**src/design/animation_frame_timer_defines.svh**
```systemverilog
// assertion macros for the animation frame timer
// used by the controller and datapath modules; no other dependencies
`ifndef ANIMATION_FRAME_TIMER_DEFINES_SVH
`define ANIMATION_FRAME_TIMER_DEFINES_SVH

`ifndef ASSERT_OFF
`define AFT_ASSERT_CLK(lbl, clk_sig, rst_sig, prop, msg) \
	lbl: assert property (@(posedge clk_sig) disable iff (!rst_sig) prop) else $error(msg);
`define AFT_ASSERT(lbl, prop, msg) `AFT_ASSERT_CLK(lbl, clk, arst_n, prop, msg)
`else
`define AFT_ASSERT_CLK(lbl, clk_sig, rst_sig, prop, msg)
`define AFT_ASSERT(lbl, prop, msg)
`endif

`endif

```
**src/design/aft_pkg.sv**
```systemverilog
// shared types and constants for the animation frame timer
// no dependencies
package aft_pkg;

	localparam int DUR_W   = 24;
	localparam int MODE_W  = 3;
	localparam int FC_W    = 9;
	localparam int CMD_W   = 3;
	localparam int FI_W    = 8;
	localparam int IDX_W   = 2;
	localparam int IN_W    = 56;
	localparam int OUT_W   = 40;
	localparam int DIV_STEPS = FC_W;
	localparam int CNT_W   = $clog2(DIV_STEPS);

	localparam logic [DUR_W-1:0] DUR_RESET    = DUR_W'(4096);
	localparam logic [FC_W-1:0]  FRAMES_RESET = FC_W'(1);

	typedef enum logic [CMD_W-1:0] {
		CMD_STEP    = 3'd0,
		CMD_PAUSE   = 3'd1,
		CMD_PLAY    = 3'd2,
		CMD_RESTART = 3'd3,
		CMD_LOAD    = 3'd4
	} cmd_code_t;

	typedef enum logic [MODE_W-1:0] {
		MODE_LOOP     = 3'd0,
		MODE_REV      = 3'd1,
		MODE_PP       = 3'd2,
		MODE_ONCE     = 3'd3,
		MODE_ONCE_REV = 3'd4
	} mode_t;

	typedef enum logic [IDX_W-1:0] {
		REG_DURATION = 2'd0,
		REG_MODE     = 2'd1,
		REG_FRAMES   = 2'd2
	} reg_idx_t;

	// controller to datapath
	typedef struct packed {
		logic capture;
		logic decode;
		logic add;
		logic fold;
		logic mul;
		logic dinit;
		logic div;
		logic load_out;
	} dp_cmd_t;

	// datapath to controller
	typedef struct packed {
		logic step_go;
	} dp_status_t;

endpackage

```
**src/design/aft_ctrl.sv**
```systemverilog
// sequencer for the animation frame timer
// depends on aft_pkg and animation_frame_timer_defines.svh
`include "animation_frame_timer_defines.svh"

module aft_ctrl (
	input  logic                clk,
	input  logic                arst_n,
	input  logic                s_tvalid,
	output logic                s_tready,
	output logic                m_tvalid,
	input  logic                m_tready,
	input  aft_pkg::dp_status_t st,
	output aft_pkg::dp_cmd_t    cmd
);
	import aft_pkg::*;

	typedef enum logic [2:0] {
		ST_IDLE,
		ST_DEC,
		ST_ADD,
		ST_FOLD,
		ST_MUL,
		ST_DINIT,
		ST_DIV,
		ST_DONE
	} state_t;

	state_t           state_q;
	logic [CNT_W-1:0] cnt_q;
	logic             out_valid_q;
	logic             accept;
	logic             slot_free;

	assign accept    = s_tvalid && s_tready;
	assign slot_free = !out_valid_q || m_tready;
	assign s_tready  = (state_q == ST_IDLE);
	assign m_tvalid  = out_valid_q;

	always_comb begin
		cmd          = '0;
		cmd.capture  = accept;
		cmd.decode   = (state_q == ST_DEC);
		cmd.add      = (state_q == ST_ADD);
		cmd.fold     = (state_q == ST_FOLD);
		cmd.mul      = (state_q == ST_MUL);
		cmd.dinit    = (state_q == ST_DINIT);
		cmd.div      = (state_q == ST_DIV);
		cmd.load_out = (state_q == ST_DONE) && slot_free;
	end

	always_ff @(posedge clk or negedge arst_n) begin
		if (!arst_n) begin
			state_q     <= ST_IDLE;
			cnt_q       <= '0;
			out_valid_q <= 1'b0;
		end else begin
			if (cmd.load_out)
				out_valid_q <= 1'b1;
			else if (out_valid_q && m_tready)
				out_valid_q <= 1'b0;
			unique case (state_q)
				ST_IDLE: begin
					if (accept)
						state_q <= ST_DEC;
				end
				ST_DEC: begin
					state_q <= st.step_go ? ST_ADD : ST_MUL;
				end
				ST_ADD:   state_q <= ST_FOLD;
				ST_FOLD:  state_q <= ST_MUL;
				ST_MUL:   state_q <= ST_DINIT;
				ST_DINIT: begin
					cnt_q   <= '0;
					state_q <= ST_DIV;
				end
				ST_DIV: begin
					cnt_q <= cnt_q + CNT_W'(1);
					if (cnt_q == CNT_W'(DIV_STEPS - 1))
						state_q <= ST_DONE;
				end
				ST_DONE: begin
					if (slot_free)
						state_q <= ST_IDLE;
				end
				default: state_q <= ST_IDLE;
			endcase
		end
	end

	`AFT_ASSERT(a_one_at_a_time, accept |=> !s_tready, "item accepted while one is in flight")
	`AFT_ASSERT(a_no_overwrite, cmd.load_out |-> (!out_valid_q || m_tready),
		"pending result overwritten")
	`AFT_ASSERT(a_div_count, (state_q == ST_DIV) |-> (cnt_q <= CNT_W'(DIV_STEPS - 1)),
		"divider step count out of range")
	`AFT_ASSERT(a_valid_from_load, $rose(out_valid_q) |-> $past(cmd.load_out),
		"result valid without a load")

endmodule

```
**src/design/aft_dpath.sv**
```systemverilog
// datapath of the animation frame timer: config, playback state, step and frame divider
// depends on aft_pkg and animation_frame_timer_defines.svh
`include "animation_frame_timer_defines.svh"

module aft_dpath #(
	parameter int TIME_BITS  = 24,
	parameter int MAX_FRAMES = 256
) (
	input  logic                       clk,
	input  logic                       arst_n,
	input  logic                       cfg_we,
	input  logic [aft_pkg::IDX_W-1:0]  cfg_index,
	input  logic [aft_pkg::DUR_W-1:0]  cfg_data,
	input  logic [aft_pkg::CMD_W-1:0]  command,
	input  logic [aft_pkg::DUR_W-1:0]  delta_ticks,
	input  logic [aft_pkg::DUR_W-1:0]  new_time,
	input  aft_pkg::dp_cmd_t           cmd,
	output aft_pkg::dp_status_t        st,
	output logic [aft_pkg::FI_W-1:0]   frame_index,
	output logic [aft_pkg::DUR_W-1:0]  time_now,
	output logic                       is_reversing,
	output logic                       is_paused
);
	import aft_pkg::*;

	localparam int PW     = (TIME_BITS < DUR_W) ? TIME_BITS : DUR_W;
	localparam int SW     = PW + 2;
	localparam int FC_MAX = (1 << FC_W) - 1;
	localparam logic [FC_W-1:0] FCAP = FC_W'((MAX_FRAMES > FC_MAX) ? FC_MAX : MAX_FRAMES);

	// configuration
	logic [DUR_W-1:0]  dur_q;
	logic [MODE_W-1:0] mode_q;
	logic [FC_W-1:0]   frames_q;

	// playback state
	logic [PW-1:0] pos_q;
	logic          bwd_q;
	logic          halt_q;

	// per item
	logic [CMD_W-1:0]     cmdc_q;
	logic [DUR_W-1:0]     dt_q;
	logic [DUR_W-1:0]     nt_q;
	logic [PW-1:0]        dtc_q;
	logic signed [SW-1:0] t_q;
	logic [PW+FC_W-1:0]   prod_q;
	logic [PW-1:0]        rem_q;
	logic [FC_W-1:0]      low_q;
	logic [FC_W-1:0]      quo_q;

	logic [FI_W-1:0]  fi_q;
	logic [DUR_W-1:0] tn_q;
	logic             rev_q;
	logic             pau_q;

	logic [PW-1:0]        d_raw;
	logic [PW-1:0]        eff_d;
	logic [FC_W-1:0]      f_eff;
	logic                 backward;
	logic signed [SW-1:0] d_s;
	logic signed [SW-1:0] d2_s;
	logic                 t_ge;
	logic                 t_le;
	logic signed [SW-1:0] fold_t;
	logic                 fold_bwd;
	logic [PW:0]          trial;
	logic [PW:0]          diff;
	logic                 q_bit;
	logic [FC_W-1:0]      idx;

	assign d_raw = dur_q[PW-1:0];
	assign eff_d = (d_raw == '0) ? PW'(1) : d_raw;

	always_comb begin
		if (frames_q == '0)
			f_eff = FC_W'(1);
		else if (frames_q > FCAP)
			f_eff = FCAP;
		else
			f_eff = frames_q;
	end

	assign st.step_go = (cmdc_q == CMD_STEP) && !halt_q;

	assign backward = (mode_q == MODE_REV) || (mode_q == MODE_ONCE_REV) || bwd_q;

	// wrap, reflect or clamp of the moved position
	assign d_s  = $signed({2'b00, eff_d});
	assign d2_s = $signed({1'b0, eff_d, 1'b0});
	assign t_ge = (t_q >= d_s);
	assign t_le = t_q[SW-1] || (t_q == '0);

	always_comb begin
		fold_t   = t_q;
		fold_bwd = bwd_q;
		unique case (mode_q)
			MODE_PP: begin
				if (t_ge) begin
					fold_t   = d2_s - t_q;
					fold_bwd = 1'b1;
				end else if (t_le) begin
					fold_t   = -t_q;
					fold_bwd = 1'b0;
				end
			end
			MODE_ONCE, MODE_ONCE_REV: begin
				if (t_ge)
					fold_t = d_s;
				else if (t_le)
					fold_t = '0;
			end
			default: begin
				// loop and reverse; exact zero wraps to the end
				if (t_ge)
					fold_t = t_q - d_s;
				else if (t_le)
					fold_t = d_s + t_q;
			end
		endcase
	end

	// restoring divider, one quotient bit per cycle
	assign trial = {rem_q, low_q[FC_W-1]};
	assign diff  = trial - {1'b0, eff_d};
	assign q_bit = (trial >= {1'b0, eff_d});

	assign idx = (quo_q >= f_eff) ? (f_eff - FC_W'(1)) : quo_q;

	always_ff @(posedge clk or negedge arst_n) begin
		if (!arst_n) begin
			dur_q    <= DUR_RESET;
			mode_q   <= MODE_LOOP;
			frames_q <= FRAMES_RESET;
			pos_q    <= '0;
			bwd_q    <= 1'b0;
			halt_q   <= 1'b0;
		end else begin
			if (cfg_we) begin
				unique case (cfg_index)
					REG_DURATION: begin
						dur_q  <= cfg_data;
						pos_q  <= '0;
						bwd_q  <= 1'b0;
						halt_q <= 1'b0;
					end
					REG_MODE: mode_q <= cfg_data[MODE_W-1:0];
					REG_FRAMES: begin
						frames_q <= cfg_data[FC_W-1:0];
						pos_q    <= '0;
						bwd_q    <= 1'b0;
						halt_q   <= 1'b0;
					end
					default: ;
				endcase
			end else if (cmd.decode) begin
				unique case (cmdc_q)
					CMD_PAUSE: halt_q <= 1'b1;
					CMD_PLAY:  halt_q <= 1'b0;
					CMD_RESTART: begin
						pos_q  <= '0;
						bwd_q  <= 1'b0;
						halt_q <= 1'b0;
					end
					CMD_LOAD: begin
						pos_q <= (nt_q > DUR_W'(eff_d)) ? eff_d : nt_q[PW-1:0];
					end
					default: ;
				endcase
			end else if (cmd.fold) begin
				pos_q <= fold_t[PW-1:0];
				bwd_q <= fold_bwd;
			end
		end
	end

	always_ff @(posedge clk) begin
		if (cmd.capture) begin
			cmdc_q <= command;
			dt_q   <= delta_ticks;
			nt_q   <= new_time;
		end
		if (cmd.decode)
			dtc_q <= (dt_q > DUR_W'(eff_d)) ? eff_d : dt_q[PW-1:0];
		if (cmd.add) begin
			if (backward)
				t_q <= $signed({2'b00, pos_q}) - $signed({2'b00, dtc_q});
			else
				t_q <= $signed({2'b00, pos_q}) + $signed({2'b00, dtc_q});
		end
		if (cmd.mul)
			prod_q <= (PW+FC_W)'(pos_q) * (PW+FC_W)'(f_eff);
		if (cmd.dinit) begin
			rem_q <= prod_q[PW+FC_W-1:FC_W];
			low_q <= prod_q[FC_W-1:0];
			quo_q <= '0;
		end
		if (cmd.div) begin
			rem_q <= q_bit ? diff[PW-1:0] : trial[PW-1:0];
			low_q <= {low_q[FC_W-2:0], 1'b0};
			quo_q <= {quo_q[FC_W-2:0], q_bit};
		end
		if (cmd.load_out) begin
			fi_q  <= idx[FI_W-1:0];
			tn_q  <= DUR_W'(pos_q);
			rev_q <= bwd_q;
			pau_q <= halt_q;
		end
	end

	assign frame_index  = fi_q;
	assign time_now     = tn_q;
	assign is_reversing = rev_q;
	assign is_paused    = pau_q;

	`AFT_ASSERT(a_pos_in_range, pos_q <= eff_d, "position beyond duration")
	`AFT_ASSERT(a_rem_below_div, cmd.div |-> (rem_q < eff_d), "divider remainder not reduced")
	`AFT_ASSERT(a_frame_in_range, cmd.load_out |-> (idx < f_eff), "frame index beyond frame count")

endmodule

```
**src/design/animation_frame_timer.sv**
```systemverilog
// animation frame timer top level: stream ports, config port, controller and datapath
// depends on aft_pkg, aft_ctrl and aft_dpath
//
// channel   direction  contents
// s_*       in         command, delta_ticks, new_time
// m_*       out        frame_index, time_now, is_reversing, is_paused
// cfg_*     in         anim_duration, play_mode, frame_count writes
//
// one item at a time: an unpaused step passes the states DEC, ADD, FOLD, MUL, DINIT,
// DIV and DONE, other commands skip ADD and FOLD, and DONE loads the output register;
// the nine-step restoring divider for the frame index is the longest part. a new item is
// taken while the previous result waits in the output register; the one after waits
// until that result is taken. reset (arst_n low) clears position, flags and config to
// their defaults; writing duration or frame count restarts playback.
module animation_frame_timer #(
	parameter int TIME_BITS  = 24,
	parameter int MAX_FRAMES = 256
) (
	input  logic                       clk,
	input  logic                       arst_n,
	input  logic                       s_tvalid,
	output logic                       s_tready,
	// [2:0] command, [26:3] delta_ticks, [50:27] new_time, rest zero
	input  logic [aft_pkg::IN_W-1:0]   s_tdata,
	output logic                       m_tvalid,
	input  logic                       m_tready,
	// [7:0] frame_index, [31:8] time_now, [32] is_reversing, [33] is_paused, rest zero
	output logic [aft_pkg::OUT_W-1:0]  m_tdata,
	input  logic                       cfg_we,
	input  logic [aft_pkg::IDX_W-1:0]  cfg_index,
	input  logic [aft_pkg::DUR_W-1:0]  cfg_data
);
	import aft_pkg::*;

	dp_cmd_t    cmd;
	dp_status_t st;

	logic [FI_W-1:0]  frame_index;
	logic [DUR_W-1:0] time_now;
	logic             is_reversing;
	logic             is_paused;

	aft_ctrl u_ctrl (
		.clk      (clk),
		.arst_n   (arst_n),
		.s_tvalid (s_tvalid),
		.s_tready (s_tready),
		.m_tvalid (m_tvalid),
		.m_tready (m_tready),
		.st       (st),
		.cmd      (cmd)
	);

	aft_dpath #(
		.TIME_BITS  (TIME_BITS),
		.MAX_FRAMES (MAX_FRAMES)
	) u_dpath (
		.clk          (clk),
		.arst_n       (arst_n),
		.cfg_we       (cfg_we),
		.cfg_index    (cfg_index),
		.cfg_data     (cfg_data),
		.command      (s_tdata[CMD_W-1:0]),
		.delta_ticks  (s_tdata[CMD_W+DUR_W-1:CMD_W]),
		.new_time     (s_tdata[CMD_W+2*DUR_W-1:CMD_W+DUR_W]),
		.cmd          (cmd),
		.st           (st),
		.frame_index  (frame_index),
		.time_now     (time_now),
		.is_reversing (is_reversing),
		.is_paused    (is_paused)
	);

	assign m_tdata = {6'b0, is_paused, is_reversing, time_now, frame_index};

endmodule
```
**config.mk**
```make
export PLATFORM = sky130hd
export DESIGN_NAME = animation_frame_timer
export DESIGN_NICKNAME = d
export VERILOG_FILES = /design/src/design/aft_pkg.sv /design/src/design/aft_ctrl.sv /design/src/design/aft_dpath.sv /design/src/design/animation_frame_timer.sv
export VERILOG_INCLUDE_DIRS = /design/src /design/src/design
export SDC_FILE = /design/constraint.sdc
export NUM_CORES = 1
export LEC_CHECK = 0
export BUFFER_PORTS_ARGS = -buffer_cell sky130_fd_sc_hd__buf_2
export CAP_MARGIN = 30
export CORE_UTILIZATION = 30
export DETAILED_ROUTE_END_ITERATION = 10
export SYNTH_ARGS = -nofsm -noshare
export SYNTH_HDL_FRONTEND = slang
export SYNTH_SLANG_ARGS = --single-unit
```
**constraint.sdc**
```tcl
create_clock -name clk -period 6.9 [get_ports clk]
set_clock_uncertainty 0.15 [all_clocks]
set_input_delay 0 -clock clk [delete_from_list [all_inputs] [get_ports clk]]
set_output_delay 0 -clock clk [all_outputs]
set_load 0.05 [all_outputs]
```
Word-level counts from Yosys, hierarchy flattened. Index checks and enable logic that the tools add are counted.

Equality and inequality tests: 24. Add/sub/neg operators: 9. Order comparisons: 6. Reductions and logical operators: 33. Multiply operators: 1. Mux-type cells: 45.

Operators with widths (count): $mux W24 (16); $pmux W24 S2 (2); $sub A24 B24 Y24 (3); $mux W9 (6); $gt A24 B24 Y1 (2); $mul A24 B9 Y33 (1); $ge A26 B25 Y1 (1); $logic_not A26 Y1 (1); $mux W26 (1); $add A24 B24 Y25 (1); $ge A25 B24 Y1 (1); $sub A24 B24 Y25 (1); $add A24 B24 Y24 (1); $logic_not A24 Y1 (1); $neg A24 Y24 (1); $pmux W3 S8 (1); $eq A3 B2 Y1 const B (6); $eq A3 B3 Y1 const B (6); $mux W1 (12); $mux W3 (4); $eq A3 B1 Y1 const B (3); $ge A9 B9 Y1 (1); $gt A9 B9 Y1 const B (1); $logic_not A9 Y1 (1); 24 further kinds (44).

Logic and storage cells: 141. Flip-flop bits (word level): 280. Output and inout bits: 42.

Logic depth before layout (Yosys ltp). Gate-level depths: netlist of the first run.

Word-level depth: 9. Mapped depth: 24. Depth with buffers taken out: 24.

Cells and area by module. From an unflattened synthesis of the first run, not the netlist that was laid out.

Cell total of the unflattened synthesis: 2985. Area, all modules: 27405.0 um2.

Modules (own cells, without submodules): aft_dpath (cells an instance 2913, sequential area each 7850.0 um2, area an instance 26810.7 um2, instances 1); aft_ctrl (cells an instance 63, sequential area each 200.2 um2, area an instance 530.5 um2, instances 1); animation_frame_timer (cells an instance 9, sequential area each 0.0 um2, area an instance 63.8 um2, instances 1).

Worst setup path before layout of the first run. OpenSTA, ideal clock, no wires.

Kind: register to register. Start point: register u_dpath.frames_q[7]. End point: register u_dpath.prod_q[32], data pin. Clock period less this slack: 5986 ps. Arrival time: 5576 ps. Stages on the path, launching flop included: 23. Buffers on the path: 1. Library setup time: 260 ps. Setup slack: 914 ps. Cell sequence: dfrtp_1 > nor4_1 > a21oi_1 > nor2_1 > clkbuf_1 > nand2_1 > fa_1 > inv_1 > fa_1 > fa_1 > inv_1 > fa_1 > inv_1 > ha_1 > a21oi_1 > a31oi_1 > nor4_1 > o211ai_1 > o41ai_1 > o2111a_1 > o21bai_1 > a21oi_1 > xnor2_1.

Word-level cells in the longest chain between the ends: 4.

RTL lines: from (decl) (line aft_dpath.sv:34) `logic [FC_W-1:0] frames_q;`; from (signal assigned) (line aft_dpath.sv:149) `frames_q <= cfg_data[FC_W-1:0];`; $gt A9 B9 Y1 (line aft_dpath.sv:78) `else if (frames_q > FCAP)`; $mux W9 (line aft_dpath.sv:78); $mux W9 (*) (line aft_dpath.sv:76) `if (frames_q == '0)`; $mul A24 B9 Y33 (*) (line aft_dpath.sv:192) `prod_q <= (PW+FC_W)'(pos_q) * (PW+FC_W)'(f_eff);`; to (signal assigned) (line aft_dpath.sv:192); to (decl) (line aft_dpath.sv:47) `logic [PW+FC_W-1:0] prod_q;`.

Mark *: on every way between the ends. The rest lies on a longest branch, timed or not. A chain may end at the register's enable or synchronous reset.

Worst setup path in the final report of the first run. Same ends and word-level chain as after synthesis.

==> results of run 1 <==
==> power groups by stage <==
| stage | logic, W | clock network (W) | registers, W |
|---|---|---|---|
| 2_1_floorplan | 0.00627 | 0 | 0.00319 |
| 3_3_place_gp | 0.00834 | 0 | 0.00338 |
| 3_5_place_dp | 0.00839 | 0 | 0.00338 |
| 4_1_cts | 0.00855 | 0.00197 | 0.00335 |
| 5_1_grt | 0.00965 | 0.00202 | 0.00341 |
| 6_report | 0.00856 | 0.00192 | 0.00335 |
==> worst min path at each step <==
stage / from / to / cells past startpoint
floorplan: arst_n / u_ctrl.cnt_q[0] / 0
global placement: arst_n / u_dpath.pos_q[21] / 1
detailed placement: arst_n / u_dpath.pos_q[21] / 1
CTS: s_tdata[18] / u_dpath.dt_q[15] / 2
global route: s_tdata[49] / u_dpath.nt_q[22] / 2
finish: s_tdata[48] / u_dpath.nt_q[21] / 2
==> cell type report <==
type | instances | area share
antenna | 2 | 0.000158
tap | 1176 | 0.0465
clock inverter | 18 | 0.00590
clock buffer | 46 | 0.0306
sequential | 280 | 0.255
multi-input combinational | 2157 | 0.544
timing repair buffer | 314 | 0.0761
inverter | 350 | 0.0416
==> synth_stat cells (all sizes together), types with 6 or more instances <==
cell    number
a211oi      23
a21o        59
a21oi      174
a221o       11
a221oi      29
a22o        10
a22oi       10
a311o        7
a311oi       8
a31oi       27
and2       108
and3         8
buf         63
clkbuf      95
dfrtp       68
edfxtp     209
fa         161
ha         256
inv        349
mux2        46
mux2i       52
nand2      252
nand2b      20
nand3       42
nand3b       6
nand4       28
nor2       191
nor2b       35
nor3        47
nor3b        7
nor4        19
o211ai      23
o21a        31
o21ai      175
o21bai      29
o221ai       9
o22ai       11
o311ai      11
o31a         8
o31ai       25
o41ai        9
or3         17
xnor2       85
xor2        32
==> flip-flops by register name, summed over array words and instances, names as in the netlist, 24 cells and up <==
register / flops
u_dpath.d_raw: 24
u_dpath.nt_q: 24
u_dpath.prod_q: 33
u_dpath.time_now: 24
u_dpath.t_q: 26
u_dpath.dt_q: 24
u_dpath.dtc_q: 24
u_dpath.pos_q: 24
u_dpath.rem_q: 24
==> placed cells by master, fill, tap and decap left out, drive strengths merged, types with 9 or more instances in the layout <==
cell / synthesis / routed
inv: 349 / 355
ha: 256 / 256
nand2: 252 / 252
edfxtp: 209 / 209
nor2: 191 / 191
buf: 63 / 176
o21ai: 175 / 175
a21oi: 174 / 174
fa: 161 / 161
dlygate4sd3: 0 / 137
and2: 108 / 108
xnor2: 85 / 85
dfrtp: 68 / 68
a21o: 59 / 59
mux2i: 52 / 52
nor3: 47 / 47
clkbuf: 95 / 47
mux2: 46 / 46
nand3: 42 / 42
nor2b: 35 / 35
xor2: 32 / 32
o21a: 31 / 31
o21bai: 29 / 29
a221oi: 29 / 29
nand4: 28 / 28
a31oi: 27 / 27
o31ai: 25 / 25
o211ai: 23 / 23
a211oi: 23 / 23
nand2b: 20 / 20
nor4: 19 / 19
or3: 17 / 17
o22ai: 11 / 11
a221o: 11 / 11
o311ai: 11 / 11
a22o: 10 / 10
a22oi: 10 / 10
o221ai: 9 / 9
o41ai: 9 / 9
==> stage by stage <==
step | instance area (sq um) | hold slack (ps)
2_1_floorplan | 27200 | -446
3_3_place_gp | 29100 | -304
3_5_place_dp | 29100 | -297
4_1_cts | 31600 | 0.0784
5_1_grt | 31600 | 7.83
6_report | 31600 | 9.03
==> timing repair <==
item | 4_1_cts | 5_1_grt
gates resized for setup | 0 | 1
hold endpoints to repair | 172 | 0
setup endpoints to repair | 0 | 1
hold buffers | 137 | 0
==> kinds of logic after synthesis <==
| kind of cell | after synthesis |
|---|---|
| other cells | 1 |
| xor+xnor | 117 |
| buf+inv | 508 |
| compound gates | 725 |
| flops | 280 |
| fa+ha+maj | 417 |
| simple gates | 794 |
| mux | 98 |
==> worst register-to-register path, stage by stage, from the launching register on <==
cell	delay [ps]
dfrtp_1	400
nor4_1	320
a21oi_1	140
nor2_2	90
buf_4	320
nand2_1	130
fa_1	510
inv_1	60
fa_1	490
fa_1	510
inv_1	60
fa_1	540
inv_1	50
ha_1	350
a21oi_1	320
a31oi_1	240
nor4_2	310
o211ai_1	170
o41ai_1	270
buf_4	200
o2111a_1	210
o21bai_1	70
a21oi_1	170
xnor2_1	80
==> metal layers <==
metal  vias to the layer above  routed length (um)  global-route usage
met1                     11163               40600               0.270
met3                       106                5720              0.0300
li1                      10683                   -                   -
met4                         0                1920              0.0431
met2                       712               38700               0.296
met5                         -                   0                   0
==> results.ini, run 1 <==
[die]
dieArea_sq_um = 91800
die_w_um = 303
num_io_pins = 129
die_h_um = 303
row_count = 110
core_area_sq_um = 89900
start_util = 0.302

[power]
swShare = 0.482
power_density_nw_per_um2 = 438
clockPowerShare = 0.139
p_int_w = 0.00716
leakagePower_nw = 13.7
comb_power_share = 0.619
power.switching_w = 0.00667
p_total_w = 0.0138
p_seq_frac = 0.242
peakVddDrop_v = 0.000221

[layout]
syn2layout_area_growth_pct = 16.3
finish.utilization = 0.352
fillers = 9127
final_nets = 3642
fin_cells = 4343
drive_gt1_frac = 0.0948
multi_input_area_sq_um = 17200
area.sequential_sq_um = 8050

[place]
placed_cells = 4139
place_ws_ps = 550
gp_congestion = 0.914
post-dp-hpwl_mm = 66.9
portBuffers = 117

[critical_path]
worstPathRequired_ps = 7070
rr_endpoint = u_dpath.prod_q[32]
path_depth = 23
cpLargestDelayFamily = adder cells
slowest_stage = fa_1
reg2reg_depth = 23
path_class = flip-flop to flip-flop
cp.arrival_ps = 6580
cp_cell_sequence = nor4_1, a21oi_1, nor2_2, buf_4, nand2_1, fa_1, inv_1, fa_1, fa_1, inv_1, fa_1, inv_1, ha_1, a21oi_1, a31oi_1, nor4_2, o211ai_1, o41ai_1, buf_4, o2111a_1, o21bai_1, a21oi_1, xnor2_1
reg2reg_slack_ps = 490
startpoint_type = flip-flop
worstPathBufferInverterCount = 5
startpoint = u_dpath.frames_q[7]
path_max_fanout = 26
critPathMaxStageDelay_ps = 540
cp_common_cell = fa_1
cp-endpoint = u_dpath.prod_q[32]
r2r-start = u_dpath.frames_q[7]
cp-end-kind = flip-flop

[timing]
setup_viol = 0
fin_crit_ps = 6410
rsz0062_at_grt = no
setup_ws_ps = 490
tns_ps = 0
drv_slew = 0
worst_pin_slew_ps = 932
period_share = 0.929
final-hold-violation-count = 0
relSlewSlack = 0.371
clock.fmax_mhz = 156

[drt]
wl_per_cell_um = 20.0
drtPass1Iterations = 5
antenna_left = 0
vias = 22664
drc = 0
avgViaCountPerCell = 5.22
drtIter0Drc = 1688
drt-total-wl_mm = 86.9

[worst_hold_path]
hold_class = input port to flip-flop

[run]
drv_cap = 0

[logic_synthesis]
synth_mux_area_frac = 0.0382
synth_area_sq_um = 27200
synthTopCellsByArea = edfxtp_1 23%, fa_1 12%, ha_1 12%
ys_ff_latch = 280
synth_top_area_share = 0.231
avgSynthCellArea_sq_um = 9.25
synth-compound-area-share = 0.178
ys.flop_type = edfxtp_1
yosysSeqAreaShare = 0.296
synthXorXnorAreaFrac = 0.0377
synth_top_family_by_area = adder cells
synth-edff-count = 209
yosys.area_share.adder = 0.236
ys_types = 89
ys_warn_count = 0
synth-simple-area-share = 0.141
syn_inst = 2940
yosys.area.top_type = edfxtp_1
synthArstFlopShare = 0.250

[global_routing]
grt_pass1_vias = 22178
antenna_found_initial = 3
grt_first_pass_wirelength_mm = 133
grt_overflow_total = 0
grt_max_degree = 61
grt.total_usage = 0.188

[clock_network]
cts_tree = yes
path_clk_slew_ps = 60
postCtsSetupRepairBufs = 0
numCtsBuffers = 35
cts_root_buf = clkbuf_16
clkSinkCount = 280
clk_latency_ps = 580
cts_max_path_buffers = 3
htree_levels = 2

[run_status]
status = completed

No activity file was read; power rests on OpenSTA's default activity.
==> inputs of run 2 (changes only) <==
Settings changed: CTS_BUF_LIST set to sky130_fd_sc_hd__clkbuf_16.
==> run 2 against run 1 <==
Effect of this change: register-to-register slack about the same; worst setup slack worse by 15 ps; highest routed layer unchanged; final cell count about the same; sequential cell count unchanged; clock power down 2%; maximum frequency down 0.23%; wire length about the same; critical endpoint unchanged; largest power group unchanged; first-iteration DRC count up 6.3%; final area about the same; via count about the same; die area unchanged.
==> results.ini, run 2 (synthesis gave the netlist of run 1 again) <==
[critical_path]
cp-end-kind = flip-flop
r2r-start = u_dpath.frames_q[7]
reg2reg_slack_ps = 480  ; about the same
critPathMaxStageDelay_ps = 540  ; about the same
rr_endpoint = u_dpath.prod_q[32]
slowest_stage = fa_1
path_max_fanout = 26  ; unchanged
startpoint = u_dpath.frames_q[7]
reg2reg_depth = 23  ; unchanged
cp.arrival_ps = 6590  ; about the same
cp_common_cell = fa_1
path_class = flip-flop to flip-flop
startpoint_type = flip-flop
cp_cell_sequence = nor4_1, a21oi_1, nor2_2, buf_4, nand2_1, fa_1, inv_1, fa_1, fa_1, inv_1, fa_1, inv_1, ha_1, a21oi_1, a31oi_1, nor4_2, o211ai_1, o41ai_1, buf_4, o2111a_1, o21bai_1, a21oi_1, xnor2_1
worstPathRequired_ps = 7070  ; about the same

[timing]
relSlewSlack = 0.379  ; +0.00874
final-hold-violation-count = 0  ; unchanged
period_share = 0.931  ; +0.00211
worst_hold_slack_ps = 8.37  ; -0.665 ps
worst_pin_slew_ps = 919  ; -12.9 ps
drv_slew = 0  ; unchanged
setup_viol = 0  ; unchanged
fin_crit_ps = 6420  ; +14.5 ps
rsz0062_at_grt = no
tns_ps = 0  ; unchanged
setup_ws_ps = 475  ; -14.5 ps
clock.fmax_mhz = 156  ; -0.23%

[clock_network]
path_clk_slew_ps = 60  ; about the same
clk_latency_ps = 580  ; about the same
htree_levels = 2  ; unchanged
cts_root_buf = clkbuf_16
cts_tree = yes
numCtsBuffers = 35  ; unchanged
clkSinkCount = 280  ; unchanged
cts_max_path_buffers = 3  ; unchanged

[place]
post-dp-hpwl_mm = 66.9  ; unchanged
gp_congestion = 0.914  ; unchanged
portBuffers = 117  ; unchanged
place_ws_ps = 550  ; unchanged

[run]
drv_cap = 0  ; unchanged

[drt]
drc = 0  ; unchanged
avgViaCountPerCell = 5.22  ; about the same
vias = 22661  ; -0.013%
drtIter0Drc = 1794  ; +6.3%
drt-total-wl_mm = 86.9  ; about the same
drtPass1Iterations = 6  ; +1
antenna_left = 0  ; unchanged
wl_per_cell_um = 20.0  ; about the same

[global_routing]
grt_overflow_total = 0  ; unchanged
antenna_found_initial = 3  ; unchanged
grt_pass1_vias = 22153  ; -0.11%
grt.total_usage = 0.188  ; about the same
grt_max_degree = 61  ; unchanged
grt_first_pass_wirelength_mm = 133  ; about the same

[power]
p_total_w = 0.0138  ; -0.29%
power_density_nw_per_um2 = 437  ; -0.25%
peakVddDrop_v = 0.000221  ; +0.29%
leakagePower_nw = 13.7  ; +0.15%

[layout]
syn2layout_area_growth_pct = 16.2  ; about the same
multi_input_area_sq_um = 17200  ; unchanged
largest_register = u_dpath.prod_q
final_nets = 3644  ; +0.055%
reg_top3 = u_dpath.prod_q (33), u_dpath.t_q (26)
area.sequential_sq_um = 8050  ; unchanged
final_cell_mix = 350 x inv_1, 256 x ha_1, 251 x nand2_1
drive_gt1_frac = 0.0938  ; -0.00101
fillers = 9129  ; +0.022%
final_common_cell = inv_1
largest_reg_flops = 33  ; unchanged

[die]
dieArea_sq_um = 91800  ; unchanged
die_w_um = 303  ; unchanged
num_io_pins = 129  ; unchanged
start_util = 0.302  ; unchanged
row_count = 110  ; unchanged
die_h_um = 303  ; unchanged
core_area_sq_um = 89900  ; unchanged

[run_status]
status = completed

[worst_hold_path]
hold_class = input port to flip-flop
hold_start = s_tdata[48]
hold_path_depth = 2  ; unchanged
hold_end = u_dpath.nt_q[21]

-- run 2: changes by cell type in the layout (fill, tap and decap cells not counted), sizes merged --
cell / delta
clkinv: +3
inv: +7
dlygate4sd3: +2
clkbuf: -10
-- run 2: stage by stage --
step | utilization | cells | instance area, sq um
floorplan | - | 2945 | 27200
global placement | 0.323 | 4138 | 29100
detailed placement | 0.323 | 4139 | 29100
CTS | 0.351 | 4342 | 31600
global route | 0.352 | 4344 | 31600
finish | 0.352 | 4345 | 31600
-- run 2: how the worst max path moves through the flow --
stage	end	cells after the start
finish	u_dpath.prod_q[32]	23
global route	u_dpath.prod_q[32]	23
CTS	u_dpath.prod_q[32]	23
detailed placement	u_dpath.prod_q[32]	23
global placement	u_dpath.prod_q[32]	23
floorplan	u_dpath.prod_q[32]	22
-- run 2: critical path: cells and delay by family, from the launching register on --
kind	cells	cell delay, ps
adders and majority gates	5	2400
AOI/OAI and AO/OA	8	1600
and+or+nand+nor	4	840
buffers and inverters	5	690
DFF	1	400
xor gates and xnor gates	1	80
-- run 2: routing by layer --
metal  track usage  share of wire  vias up
li1              -              -    10686
met1         0.270           0.47    11151
met2         0.295           0.44      710
met3        0.0301          0.065      114
met4        0.0431          0.022        0
met5             0              0        -
-- run 2: final cells by class --
class / instances / share of cell area
inverters: 350 / 0.0416
well taps: 1176 / 0.0466
clock buffers: 36 / 0.0285
flip-flops and latches: 280 / 0.255
repair buffers: 316 / 0.0768
clock inverters: 28 / 0.00709
diodes: 2 / 0.000158
multi-input cells: 2157 / 0.545
-- run 2: report_power, final --
| group | internal, W | switching [W] |
|---|---|---|
| registers | 0.00269 | 0.000659 |
| clock network | 0.00107 | 0.000808 |
| logic | 0.00336 | 0.00521 |
| total | 0.00712 | 0.00668 |
-- run 2: what timing repair did --
item	4_1_cts	5_1_grt
buffers inserted	0	0
endpoints found under the hold margin	172	0
endpoints found under the setup margin	0	1
hold buffers	139	0
resized for setup	0	1
